==> config.mk <==
export PLATFORM = sky130hd
export DESIGN_NAME = playfair_decrypt_unit
export DESIGN_NICKNAME = d
export VERILOG_FILES = /design/src/hdl/pfd_pkg.sv /design/src/hdl/pfd_ram.sv /design/src/hdl/pfd_seq.sv /design/src/hdl/playfair_decrypt_unit.sv
export SDC_FILE = /design/constraint.sdc
export NUM_CORES = 1
export LEC_CHECK = 0
export ABC_CLOCK_PERIOD_IN_PS = 10200
export BUFFER_PORTS_ARGS = -buffer_cell sky130_fd_sc_hd__buf_2
export CAP_MARGIN = 20
export CORE_MARGIN = 4
export CORE_UTILIZATION = 40
export CTS_CLUSTER_SIZE = 40
export DETAILED_ROUTE_END_ITERATION = 16
export HOLD_SLACK_MARGIN = 0.1
export SLEW_MARGIN = 20
export SYNTH_ARGS = -nofsm -noshare
export SYNTH_HDL_FRONTEND = slang
export SYNTH_HIERARCHICAL = 1
export SYNTH_SLANG_ARGS = --single-unit
==> constraint.sdc <==
create_clock -name clk -period 10.2 [get_ports clk]
set_input_delay 2.55 -clock clk [delete_from_list [all_inputs] [get_ports clk]]
set_output_delay 2.55 -clock clk [all_outputs]
set_load 0.005 [all_outputs]
==> src/hdl/pfd_pkg.sv <==
package pfd_pkg;

	localparam int GRID_SIDE   = 5;
	localparam int GRID_CELLS  = GRID_SIDE * GRID_SIDE;
	localparam int NUM_LETTERS = 26;
	localparam int LW          = 5;   // letter and cell code width
	localparam int RW          = 3;   // row and column width

	localparam logic [LW-1:0] LETTER_I = 5'd8;
	localparam logic [LW-1:0] LETTER_J = 5'd9;
	localparam logic [LW-1:0] LETTER_Z = 5'd25;
	localparam logic [LW-1:0] LAST_CELL = LW'(GRID_CELLS - 1);

	// command codes
	localparam logic [1:0] CMD_KEY     = 2'd0;
	localparam logic [1:0] CMD_FINISH  = 2'd1;
	localparam logic [1:0] CMD_DECRYPT = 2'd2;

	// status codes
	localparam logic [1:0] STAT_OK        = 2'd0;
	localparam logic [1:0] STAT_NOT_READY = 2'd1;
	localparam logic [1:0] STAT_REPEAT    = 2'd2;

	typedef enum logic [3:0] {
		ST_IDLE,
		ST_KEY,
		ST_FILL,
		ST_CA,
		ST_CB,
		ST_KA,
		ST_KB,
		ST_PB,
		ST_EMIT
	} state_t;

	typedef struct packed {
		logic          we;
		logic [LW-1:0] waddr;
		logic [LW-1:0] wdata;
		logic [LW-1:0] raddr;
	} ram_req_t;

	typedef struct packed {
		logic [LW-1:0] plain_a;
		logic [LW-1:0] plain_b;
		logic [1:0]    status;
	} result_t;

	// row of a cell index 0..24: idx*13 >> 6 equals idx / 5 over that range
	function automatic logic [RW-1:0] cell_row(input logic [LW-1:0] idx);
		logic [9:0] p;
		p = 10'(idx) * 10'd13;
		return p[8:6];
	endfunction

	function automatic logic [RW-1:0] cell_col(input logic [LW-1:0] idx);
		logic [LW-1:0] base;
		base = 5'({2'b00, cell_row(idx)} * 5'(GRID_SIDE));
		return RW'(idx - base);
	endfunction

	function automatic logic [LW-1:0] cell_of(input logic [RW-1:0] r, input logic [RW-1:0] c);
		return 5'({2'b00, r} * 5'(GRID_SIDE)) + 5'({2'b00, c});
	endfunction

	// one cell back with wrap
	function automatic logic [RW-1:0] step_back(input logic [RW-1:0] x);
		return (x == '0) ? RW'(GRID_SIDE - 1) : x - 3'd1;
	endfunction

	// alphabet without J
	function automatic logic [LW-1:0] fill_letter(input logic [LW-1:0] i);
		return (i <= LETTER_I) ? i : i + 5'd1;
	endfunction

	function automatic logic [LW-1:0] fold_j(input logic [LW-1:0] l);
		return (l == LETTER_J) ? LETTER_I : l;
	endfunction

	function automatic logic [LW-1:0] norm_cipher(input logic [LW-1:0] l);
		return (l > LETTER_Z) ? LETTER_Z : fold_j(l);
	endfunction

endpackage

==> src/hdl/pfd_ram.sv <==
module pfd_ram #(
	parameter int WIDTH = 5,
	parameter int DEPTH = 25
) (
	input  logic                     clk,
	input  logic                     we,
	input  logic [$clog2(DEPTH)-1:0] waddr,
	input  logic [WIDTH-1:0]         wdata,
	input  logic [$clog2(DEPTH)-1:0] raddr,
	output logic [WIDTH-1:0]         rdata
);

	logic [WIDTH-1:0] mem_q [DEPTH];

	// write one entry, register one read
	always_ff @(posedge clk) begin
		if (we) begin
			mem_q[waddr] <= wdata;
		end
		rdata <= mem_q[raddr];
	end

endmodule

==> src/hdl/pfd_seq.sv <==
module pfd_seq (
	input  logic               clk,
	input  logic               arst_n,
	input  logic               in_valid,
	output logic               in_ready,
	input  logic [1:0]         in_cmd,
	input  logic [4:0]         in_a,
	input  logic [4:0]         in_b,
	output pfd_pkg::ram_req_t  key_req,
	input  logic [4:0]         key_rdata,
	output pfd_pkg::ram_req_t  cell_req,
	input  logic [4:0]         cell_rdata,
	output logic               res_valid,
	input  logic               res_ready,
	output pfd_pkg::result_t   res
);
	import pfd_pkg::*;

	state_t                 state_q, state_d;
	logic [1:0]             cmd_q;
	logic [LW-1:0]          a_q, b_q;
	logic [LW-1:0]          ca_q, cb_q;
	logic [LW-1:0]          idx_q;
	logic [LW-1:0]          fill_q;
	logic [NUM_LETTERS-1:0] seen_q;
	logic                   ready_q;
	result_t                res_q;

	logic                   accept;
	logic [LW-1:0]          put_letter;
	logic                   put_seen;
	logic                   do_place;
	logic [LW-1:0]          cb_cur;
	logic [RW-1:0]          ra, ka, rb, kb;
	logic [LW-1:0]          ta, tb;

	assign accept = in_valid && in_ready;

	// letter to place: keyword letter or next fill letter
	always_comb begin
		put_letter = (state_q == ST_KEY) ? a_q : fill_letter(idx_q);
		put_seen   = (put_letter <= LETTER_Z) ? seen_q[put_letter] : 1'b1;
		do_place   = ((state_q == ST_KEY) || (state_q == ST_FILL)) && !put_seen;
	end

	// shared position decode and decrypt rule
	always_comb begin
		cb_cur = (state_q == ST_KA) ? cell_rdata : cb_q;
		ra = cell_row(ca_q);
		ka = cell_col(ca_q);
		rb = cell_row(cb_cur);
		kb = cell_col(cb_cur);
		if (ra == rb) begin
			ta = cell_of(ra, step_back(ka));
			tb = cell_of(rb, step_back(kb));
		end else if (ka == kb) begin
			ta = cell_of(step_back(ra), ka);
			tb = cell_of(step_back(rb), kb);
		end else begin
			ta = cell_of(ra, kb);
			tb = cell_of(rb, ka);
		end
	end

	// next state
	always_comb begin
		state_d = state_q;
		unique case (state_q)
			ST_IDLE: begin
				if (in_valid) begin
					if (in_cmd == CMD_KEY) begin
						state_d = ST_KEY;
					end else if (in_cmd == CMD_FINISH && !ready_q) begin
						state_d = ST_FILL;
					end else if (in_cmd == CMD_DECRYPT && ready_q) begin
						state_d = ST_CA;
					end else begin
						state_d = ST_EMIT;
					end
				end
			end
			ST_KEY:  state_d = ST_EMIT;
			ST_FILL: state_d = (idx_q == LAST_CELL) ? ST_EMIT : ST_FILL;
			ST_CA:   state_d = ST_CB;
			ST_CB:   state_d = ST_KA;
			ST_KA:   state_d = ST_KB;
			ST_KB:   state_d = ST_PB;
			ST_PB:   state_d = ST_EMIT;
			ST_EMIT: state_d = res_ready ? ST_IDLE : ST_EMIT;
			default: state_d = ST_IDLE;
		endcase
	end

	// outputs and memory requests
	always_comb begin
		in_ready       = (state_q == ST_IDLE);
		res_valid      = (state_q == ST_EMIT);
		key_req.we     = do_place && (fill_q < LW'(GRID_CELLS));
		key_req.waddr  = fill_q;
		key_req.wdata  = put_letter;
		key_req.raddr  = (state_q == ST_KA) ? ta : tb;
		cell_req.we    = key_req.we;
		cell_req.waddr = put_letter;
		cell_req.wdata = fill_q;
		cell_req.raddr = (state_q == ST_CA) ? a_q : b_q;
	end

	assign res = res_q;

	// control state
	always_ff @(posedge clk or negedge arst_n) begin
		if (!arst_n) begin
			state_q <= ST_IDLE;
			seen_q  <= '0;
			fill_q  <= '0;
			ready_q <= 1'b0;
			idx_q   <= '0;
		end else begin
			state_q <= state_d;
			if (accept) begin
				idx_q <= '0;
			end else if (state_q == ST_FILL) begin
				idx_q <= idx_q + 5'd1;
			end
			if (do_place) begin
				seen_q <= seen_q | (NUM_LETTERS'(1) << put_letter);
				if (fill_q < LW'(GRID_CELLS)) begin
					fill_q <= fill_q + 5'd1;
				end
			end
			if (state_q == ST_FILL && idx_q == LAST_CELL) begin
				ready_q <= 1'b1;
			end
		end
	end

	// request payload and result
	always_ff @(posedge clk) begin
		if (accept) begin
			cmd_q         <= in_cmd;
			a_q           <= (in_cmd == CMD_DECRYPT) ? norm_cipher(in_a) : fold_j(in_a);
			b_q           <= norm_cipher(in_b);
			res_q.plain_a <= '0;
			res_q.plain_b <= '0;
			res_q.status  <= (in_cmd == CMD_DECRYPT && !ready_q) ? STAT_NOT_READY : STAT_OK;
		end
		if (state_q == ST_KEY && put_seen) begin
			res_q.status <= STAT_REPEAT;
		end
		if (state_q == ST_CB) begin
			ca_q <= cell_rdata;
		end
		if (state_q == ST_KA) begin
			cb_q <= cell_rdata;
		end
		if (state_q == ST_KB && cmd_q == CMD_DECRYPT) begin
			res_q.plain_a <= key_rdata;
		end
		if (state_q == ST_PB) begin
			res_q.plain_b <= key_rdata;
		end
	end

endmodule

==> src/hdl/playfair_decrypt_unit.sv <==
// Channel  Dir  Signals                              Contents
// s_*      in   s_tvalid s_tready s_tdata s_tuser    request: command, letter_a, letter_b
// m_*      out  m_tvalid m_tready m_tdata m_tuser    result: plain_a, plain_b, status
//
// A keyword letter passes ST_KEY, a decrypt pair ST_CA to ST_PB, a finish ST_FILL (one
// key square cell a cycle); a finish on a ready square or a decrypt before finish
// goes to ST_EMIT. Decrypt time is set by the single read port of each lookup memory.
// Reset clears the used-letter mask, the fill count and the ready flag; both
// memories start undefined and are only read once the square is complete.
// A result waits in the output register; s_tready stays low while a request runs
// or its result cannot yet be loaded.
module playfair_decrypt_unit (
	input  logic        clk,
	input  logic        arst_n,
	input  logic        s_tvalid,
	output logic        s_tready,
	input  logic [15:0] s_tdata,   // [4:0] letter_a, [9:5] letter_b, [15:10] zero
	input  logic [1:0]  s_tuser,   // [1:0] command
	output logic        m_tvalid,
	input  logic        m_tready,
	output logic [15:0] m_tdata,   // [4:0] plain_a, [9:5] plain_b, [15:10] zero
	output logic [1:0]  m_tuser    // [1:0] status
);
	import pfd_pkg::*;

	ram_req_t      key_req, cell_req;
	logic [LW-1:0] key_rdata, cell_rdata;
	logic          res_valid, res_ready;
	result_t       res;
	result_t       out_q;
	logic          out_valid_q;

	pfd_seq u_seq (
		.clk        (clk),
		.arst_n     (arst_n),
		.in_valid   (s_tvalid),
		.in_ready   (s_tready),
		.in_cmd     (s_tuser),
		.in_a       (s_tdata[4:0]),
		.in_b       (s_tdata[9:5]),
		.key_req    (key_req),
		.key_rdata  (key_rdata),
		.cell_req   (cell_req),
		.cell_rdata (cell_rdata),
		.res_valid  (res_valid),
		.res_ready  (res_ready),
		.res        (res)
	);

	// letter in each cell, row-major
	pfd_ram #(.WIDTH(LW), .DEPTH(GRID_CELLS)) u_key_ram (
		.clk   (clk),
		.we    (key_req.we),
		.waddr (key_req.waddr),
		.wdata (key_req.wdata),
		.raddr (key_req.raddr),
		.rdata (key_rdata)
	);

	// cell of each letter
	pfd_ram #(.WIDTH(LW), .DEPTH(NUM_LETTERS)) u_cell_ram (
		.clk   (clk),
		.we    (cell_req.we),
		.waddr (cell_req.waddr),
		.wdata (cell_req.wdata),
		.raddr (cell_req.raddr),
		.rdata (cell_rdata)
	);

	// load the output register when it is empty or draining
	assign res_ready = !out_valid_q || m_tready;

	always_ff @(posedge clk or negedge arst_n) begin
		if (!arst_n) begin
			out_valid_q <= 1'b0;
		end else if (res_valid && res_ready) begin
			out_valid_q <= 1'b1;
		end else if (m_tready) begin
			out_valid_q <= 1'b0;
		end
	end

	always_ff @(posedge clk) begin
		if (res_valid && res_ready) begin
			out_q <= res;
		end
	end

	assign m_tvalid = out_valid_q;
	assign m_tdata  = {6'd0, out_q.plain_b, out_q.plain_a};
	assign m_tuser  = out_q.status;

	// s_tready is low in the cycle after an accept, while the request runs
	a_busy_after_accept: assert property (@(posedge clk) disable iff (!arst_n)
		(s_tvalid && s_tready) |=> !s_tready)
		else $error("input ready right after accept");

	// a refused decrypt carries no letters
	a_not_ready_zero: assert property (@(posedge clk) disable iff (!arst_n)
		(m_tvalid && m_tuser == STAT_NOT_READY) |-> (m_tdata == 16'd0))
		else $error("letters on a refused decrypt");

	// the square never holds J
	a_no_j_out: assert property (@(posedge clk) disable iff (!arst_n)
		m_tvalid |-> (m_tdata[4:0] != LETTER_J && m_tdata[9:5] != LETTER_J))
		else $error("J in decrypted output");

endmodule
==> flow_summary.rst <==
.. list-table::
   :header-rows: 1

   * - Metric
     - Value
   * - Outcome
     - completed
   * - Sequential fraction of the synthesis area
     - 60.9%
   * - Async set-or-reset flop fraction in the synthesized netlist
     - 11.9%
   * - Setup repair after global routing missed its margin
     - no
   * - TritonCTS clock tree
     - yes
   * - Path class of the lowest-slack min-delay path
     - flip-flop to flip-flop
   * - Die area
     - about 45000 um^2
   * - Worst reg-to-reg path cell count
     - 26
   * - Iter 0 DRT Violations
     - 647
   * - Count of non-filler cells in the finished layout
     - 1790
   * - Count of pins over their slew limit
     - 0
   * - Total clock buffers created by CTS
     - 36
   * - Critical path startpoint category
     - flip-flop
   * - Critical Path Sink
     - u_key_ram/rdata[0]$_DFF_P_
   * - Synth area leader
     - sky130_fd_sc_hd__edfxtp_1
   * - Yosys reg bits
     - approximately 350
   * - Number of buffers added on ports
     - 29
   * - Combined global-route utilization of all metal layers
     - 15.7%
   * - Residual overflow from global routing
     - 0
   * - Worst-path clk slew
     - 0.06 ns
   * - Prevailing post-synth register cell
     - sky130_fd_sc_hd__edfxtp_1
   * - Row Count
     - 74
   * - CP Launch Point
     - u_seq/state_q[2]$_DFFE_PN0P_
   * - Maximum number of pins on one net before global-route repair
     - 44
   * - Final ANT Viol Nets
     - 0
   * - Layout overhead on the synthesized area
     - 11.0%
   * - Final hold vios
     - 0
   * - Global-route wire length before repair
     - 55400 um
   * - Mean instance size in the synthesized netlist
     - 14.0 um^2
   * - R2R Setup Slk
     - 1.93 ns
   * - Setup fix buffers added after clock tree synthesis
     - 0
   * - Wirelength per Cell
     - between 15 and 20 um
   * - Number of H-tree branching levels
     - 2
   * - HPWL after detailed placement
     - 23300 um
   * - Chip Height
     - 213 um
   * - Peak clock frequency supported by timing
     - 0.121 GHz
   * - Count of inserted antenna diode cells
     - 0
   * - Highest fanout seen on the critical path
     - 21
   * - Antenna violations before repair
     - 2
   * - Req. time, crit path
     - 10.61 ns
   * - Number of filler instances in the final layout
     - ~3.6k
   * - Instance count of the mapped netlist
     - 1202
   * - Number of gates resized after CTS
     - 0
   * - Post-Route WL
     - about 35000 um
   * - Setup total negative slack
     - 0 ns
   * - Initial core utilization
     - 40.7%
   * - Cell with the biggest individual delay on the critical path
     - sky130_fd_sc_hd__and4bb_2
   * - Worst r2r src
     - u_seq/state_q[2]$_DFFE_PN0P_
   * - Cell types with the largest area share after synthesis
     - sky130_fd_sc_hd__edfxtp_1 (53%), sky130_fd_sc_hd__dfrtp_1 (6.3%), sky130_fd_sc_hd__mux2i_1 (4.6%)
   * - Capturing point of the worst reg2reg path
     - u_key_ram/rdata[0]$_DFF_P_
   * - Share of Yosys cell area claimed by the top area cell type
     - 52.6%
   * - TritonCTS Sinks
     - 353
   * - Area of the mapped netlist
     - 16800 um^2
   * - Most frequent CP cell
     - sky130_fd_sc_hd__ha_1
   * - Post-synth EDFFs
     - a little under 300
   * - Final weighted congestion in routability-driven placement
     - between 0.7 and 0.8
   * - Final net count
     - 1322
   * - Share of cells above drive strength 1
     - around 15%
   * - Worst skew pair latency
     - roughly 0.55 ns
   * - Deepest clock path buffer count
     - 3
   * - Worst setup path class
     - flip-flop to flip-flop
   * - Number of vias after detailed routing
     - about 9.6k
   * - Number of setup violations in the final report
     - 0
   * - Arrival time at the worst endpoint
     - 8.69 ns
   * - Vias per std cell
     - 5.37
   * - Number of global-route vias before repair
     - a little under 10k
   * - Min Clock Period, post-route
     - 8.27 ns
   * - Period Utilization, post-route
     - ~81%
   * - Transition at the pin with the smallest max-transition slack
     - 0.991 ns
   * - Total instance count after detailed placement
     - about 1.7k
   * - Number of violations of the max-capacitance limit
     - 0
   * - Max incr delay on CP
     - 0.70 ns
   * - Drt drc
     - 0
   * - Area inside the core boundary
     - 41200 um^2
   * - Hold buffers post-CTS
     - 0
   * - Root Buffer
     - sky130_fd_sc_hd__clkbuf_16
   * - Number of warnings printed during yosys synthesis
     - 6
   * - Yosys cell types
     - 86
   * - Relative max-transition margin
     - 33.9%
   * - Die X-Extent
     - 213 um
   * - Nature of the critical path endpoint
     - flip-flop
   * - Worst hold slack
     - about 0.42 ns
   * - Worst setup skew after layout
     - around 0.031 ns
   * - Number of placed I/O pins
     - 42
   * - Number of detailed-route iterations in the first pass
     - 5
## Yosys cell counts, types with 5 or more instances
library cell               instances
sky130_fd_sc_hd__buf_4            21
sky130_fd_sc_hd__nor2_1           94
sky130_fd_sc_hd__nor2b_1          15
sky130_fd_sc_hd__or3_1             5
sky130_fd_sc_hd__nand3b_1         10
sky130_fd_sc_hd__a32oi_1           5
sky130_fd_sc_hd__nand2b_1         16
sky130_fd_sc_hd__nor3_1           16
sky130_fd_sc_hd__nand2_1          71
sky130_fd_sc_hd__o22ai_1           5
sky130_fd_sc_hd__and2_1           17
sky130_fd_sc_hd__inv_1            40
sky130_fd_sc_hd__mux2_2           13
sky130_fd_sc_hd__mux4_2           30
sky130_fd_sc_hd__xor2_1           15
sky130_fd_sc_hd__a31o_2            5
sky130_fd_sc_hd__ha_1             60
sky130_fd_sc_hd__xnor2_1          30
sky130_fd_sc_hd__dfxtp_1          17
sky130_fd_sc_hd__clkbuf_1         21
sky130_fd_sc_hd__buf_6             6
sky130_fd_sc_hd__mux2i_1          77
sky130_fd_sc_hd__mux4_1            5
sky130_fd_sc_hd__edfxtp_1        294
sky130_fd_sc_hd__nand3_1          33
sky130_fd_sc_hd__o21bai_1         10
sky130_fd_sc_hd__o211ai_1         10
sky130_fd_sc_hd__a22oi_1           9
sky130_fd_sc_hd__o21ai_0          35
sky130_fd_sc_hd__buf_2            12
sky130_fd_sc_hd__dfrtp_1          42
sky130_fd_sc_hd__fa_1             10
sky130_fd_sc_hd__a21oi_1          41
sky130_fd_sc_hd__nand4_1          10
sky130_fd_sc_hd__a21o_1           20
## layout by cell type, fill, tap and decap left out, types with 6 or more instances in the layout
| cell | count |
|---|---|
| sky130_fd_sc_hd__edfxtp_1 | 294 |
| sky130_fd_sc_hd__nor2_1 | 94 |
| sky130_fd_sc_hd__mux2i_1 | 77 |
| sky130_fd_sc_hd__nand2_1 | 71 |
| sky130_fd_sc_hd__ha_1 | 60 |
| sky130_fd_sc_hd__dfrtp_1 | 41 |
| sky130_fd_sc_hd__a21oi_1 | 41 |
| sky130_fd_sc_hd__inv_1 | 40 |
| sky130_fd_sc_hd__clkbuf_16 | 36 |
| sky130_fd_sc_hd__o21ai_0 | 34 |
| sky130_fd_sc_hd__nand3_1 | 33 |
| sky130_fd_sc_hd__mux4_2 | 30 |
| sky130_fd_sc_hd__xnor2_1 | 30 |
| sky130_fd_sc_hd__buf_2 | 28 |
| sky130_fd_sc_hd__a21o_1 | 20 |
| sky130_fd_sc_hd__buf_4 | 18 |
| sky130_fd_sc_hd__and2_1 | 17 |
| sky130_fd_sc_hd__dfxtp_1 | 17 |
| sky130_fd_sc_hd__nand2b_1 | 16 |
| sky130_fd_sc_hd__nor3_1 | 16 |
| sky130_fd_sc_hd__nor2b_1 | 15 |
| sky130_fd_sc_hd__xor2_1 | 15 |
| sky130_fd_sc_hd__mux2_2 | 13 |
| sky130_fd_sc_hd__nand4_1 | 10 |
| sky130_fd_sc_hd__o211ai_1 | 10 |
| sky130_fd_sc_hd__nand3b_1 | 10 |
| sky130_fd_sc_hd__o21bai_1 | 10 |
| sky130_fd_sc_hd__fa_1 | 10 |
| sky130_fd_sc_hd__a22oi_1 | 9 |
| sky130_fd_sc_hd__clkbuf_1 | 7 |
| sky130_fd_sc_hd__clkinv_1 | 7 |
| sky130_fd_sc_hd__clkbuf_8 | 7 |
| sky130_fd_sc_hd__conb_1 | 6 |
## layout make-up
| class | count | area (um^2) | area share, % |
|---|---|---|---|
| repair buffers | 48 | 310 | 1.67 |
| flip-flops and latches | 353 | 10200 | 54.9 |
| clock inverters | 16 | 185 | 0.994 |
| inverters | 43 | 161 | 0.866 |
| multi-input cells | 748 | 6060 | 32.5 |
| well taps | 532 | 666 | 3.57 |
| clock buffers | 50 | 1020 | 5.49 |
## cells by family (layout without fill, tap and decap cells)
| kind of cell | after synthesis | after routing | share of synthesized area [%] |
|---|---|---|---|
| flip-flops | 353 | 353 | 60.9 |
| AND/OR/NAND/NOR | 321 | 321 | 9.91 |
| AO/OA/AOI/OAI | 177 | 177 | 7.27 |
| multiplexers | 128 | 128 | 10.5 |
| buffers and inverters | 106 | 157 | 3.26 |
| adder cells (fa/ha/maj) | 70 | 70 | 5.67 |
| XOR/XNOR | 46 | 46 | 2.45 |
| other | 1 | 6 | 0.0223 |
## how the worst min path moves through the flow
| stage | from | endpoint | slack [ns] | cells past startpoint |
|---|---|---|---|---|
| after floorplan | u_seq/res[7]$_DFFE_PP_ | m_tdata[0]$_DFFE_PP_ | 0.40 | 0 |
| after global placement | u_seq/res[2]$_DFFE_PP_ | m_tdata[5]$_DFFE_PP_ | 0.40 | 0 |
| after detailed placement | u_seq/res[8]$_DFFE_PP_ | m_tdata[1]$_DFFE_PP_ | 0.41 | 0 |
| after CTS | u_seq/res[2]$_DFFE_PP_ | m_tdata[5]$_DFFE_PP_ | 0.42 | 0 |
| after global routing | u_seq/res[2]$_DFFE_PP_ | m_tdata[5]$_DFFE_PP_ | 0.43 | 0 |
| final | u_seq/res[2]$_DFFE_PP_ | m_tdata[5]$_DFFE_PP_ | 0.42 | 0 |
## sequential cells by signal (all words and copies together), names as in the netlist, 4 cells and up
signal            flops
u_seq/state_q         4
u_cell_ram/mem_q    130
u_seq/seen_q         26
u_seq/ca_q            5
u_seq/idx_q           5
u_cell_ram/rdata      5
u_seq/b_q             5
u_key_ram/mem_q     125
u_key_ram/rdata       5
u_seq/a_q             5
m_tdata              10
u_seq/res            12
u_seq/cb_q            5
u_seq/fill_q          5
## through the flow
stage | setup slack, ns | area, um^2 | util, %
after detailed placement | 1.88 | 17400 | 42.2
after global placement | 1.90 | 17400 | 42.2
final | 1.93 | 18600 | 45.2
after floorplan | 2.72 | 16800 | -
after global routing | 1.27 | 18600 | 45.2
after CTS | 1.84 | 18600 | 45.1
## layer usage
layer  GRT usage [%]  routed length [um]
met5               0                  27
met4            4.42                 697
met3            2.72                1420
met2            25.6               17000
met1            22.0               16100
## worst max-delay path: cells and delay by family (launching register included)
family | cells | cell delay (ns)
fa+ha+maj | 6 | 2.19
buf+inv | 5 | 0.91
xor+xnor | 3 | 0.91
simple gates | 2 | 0.90
flops | 1 | 0.65
compound gates | 8 | 1.80
mux | 2 | 0.76
Power is left out: the tool's default activity adds up to more than one toggle a clock period on the data nets, which glitch-free logic cannot reach.
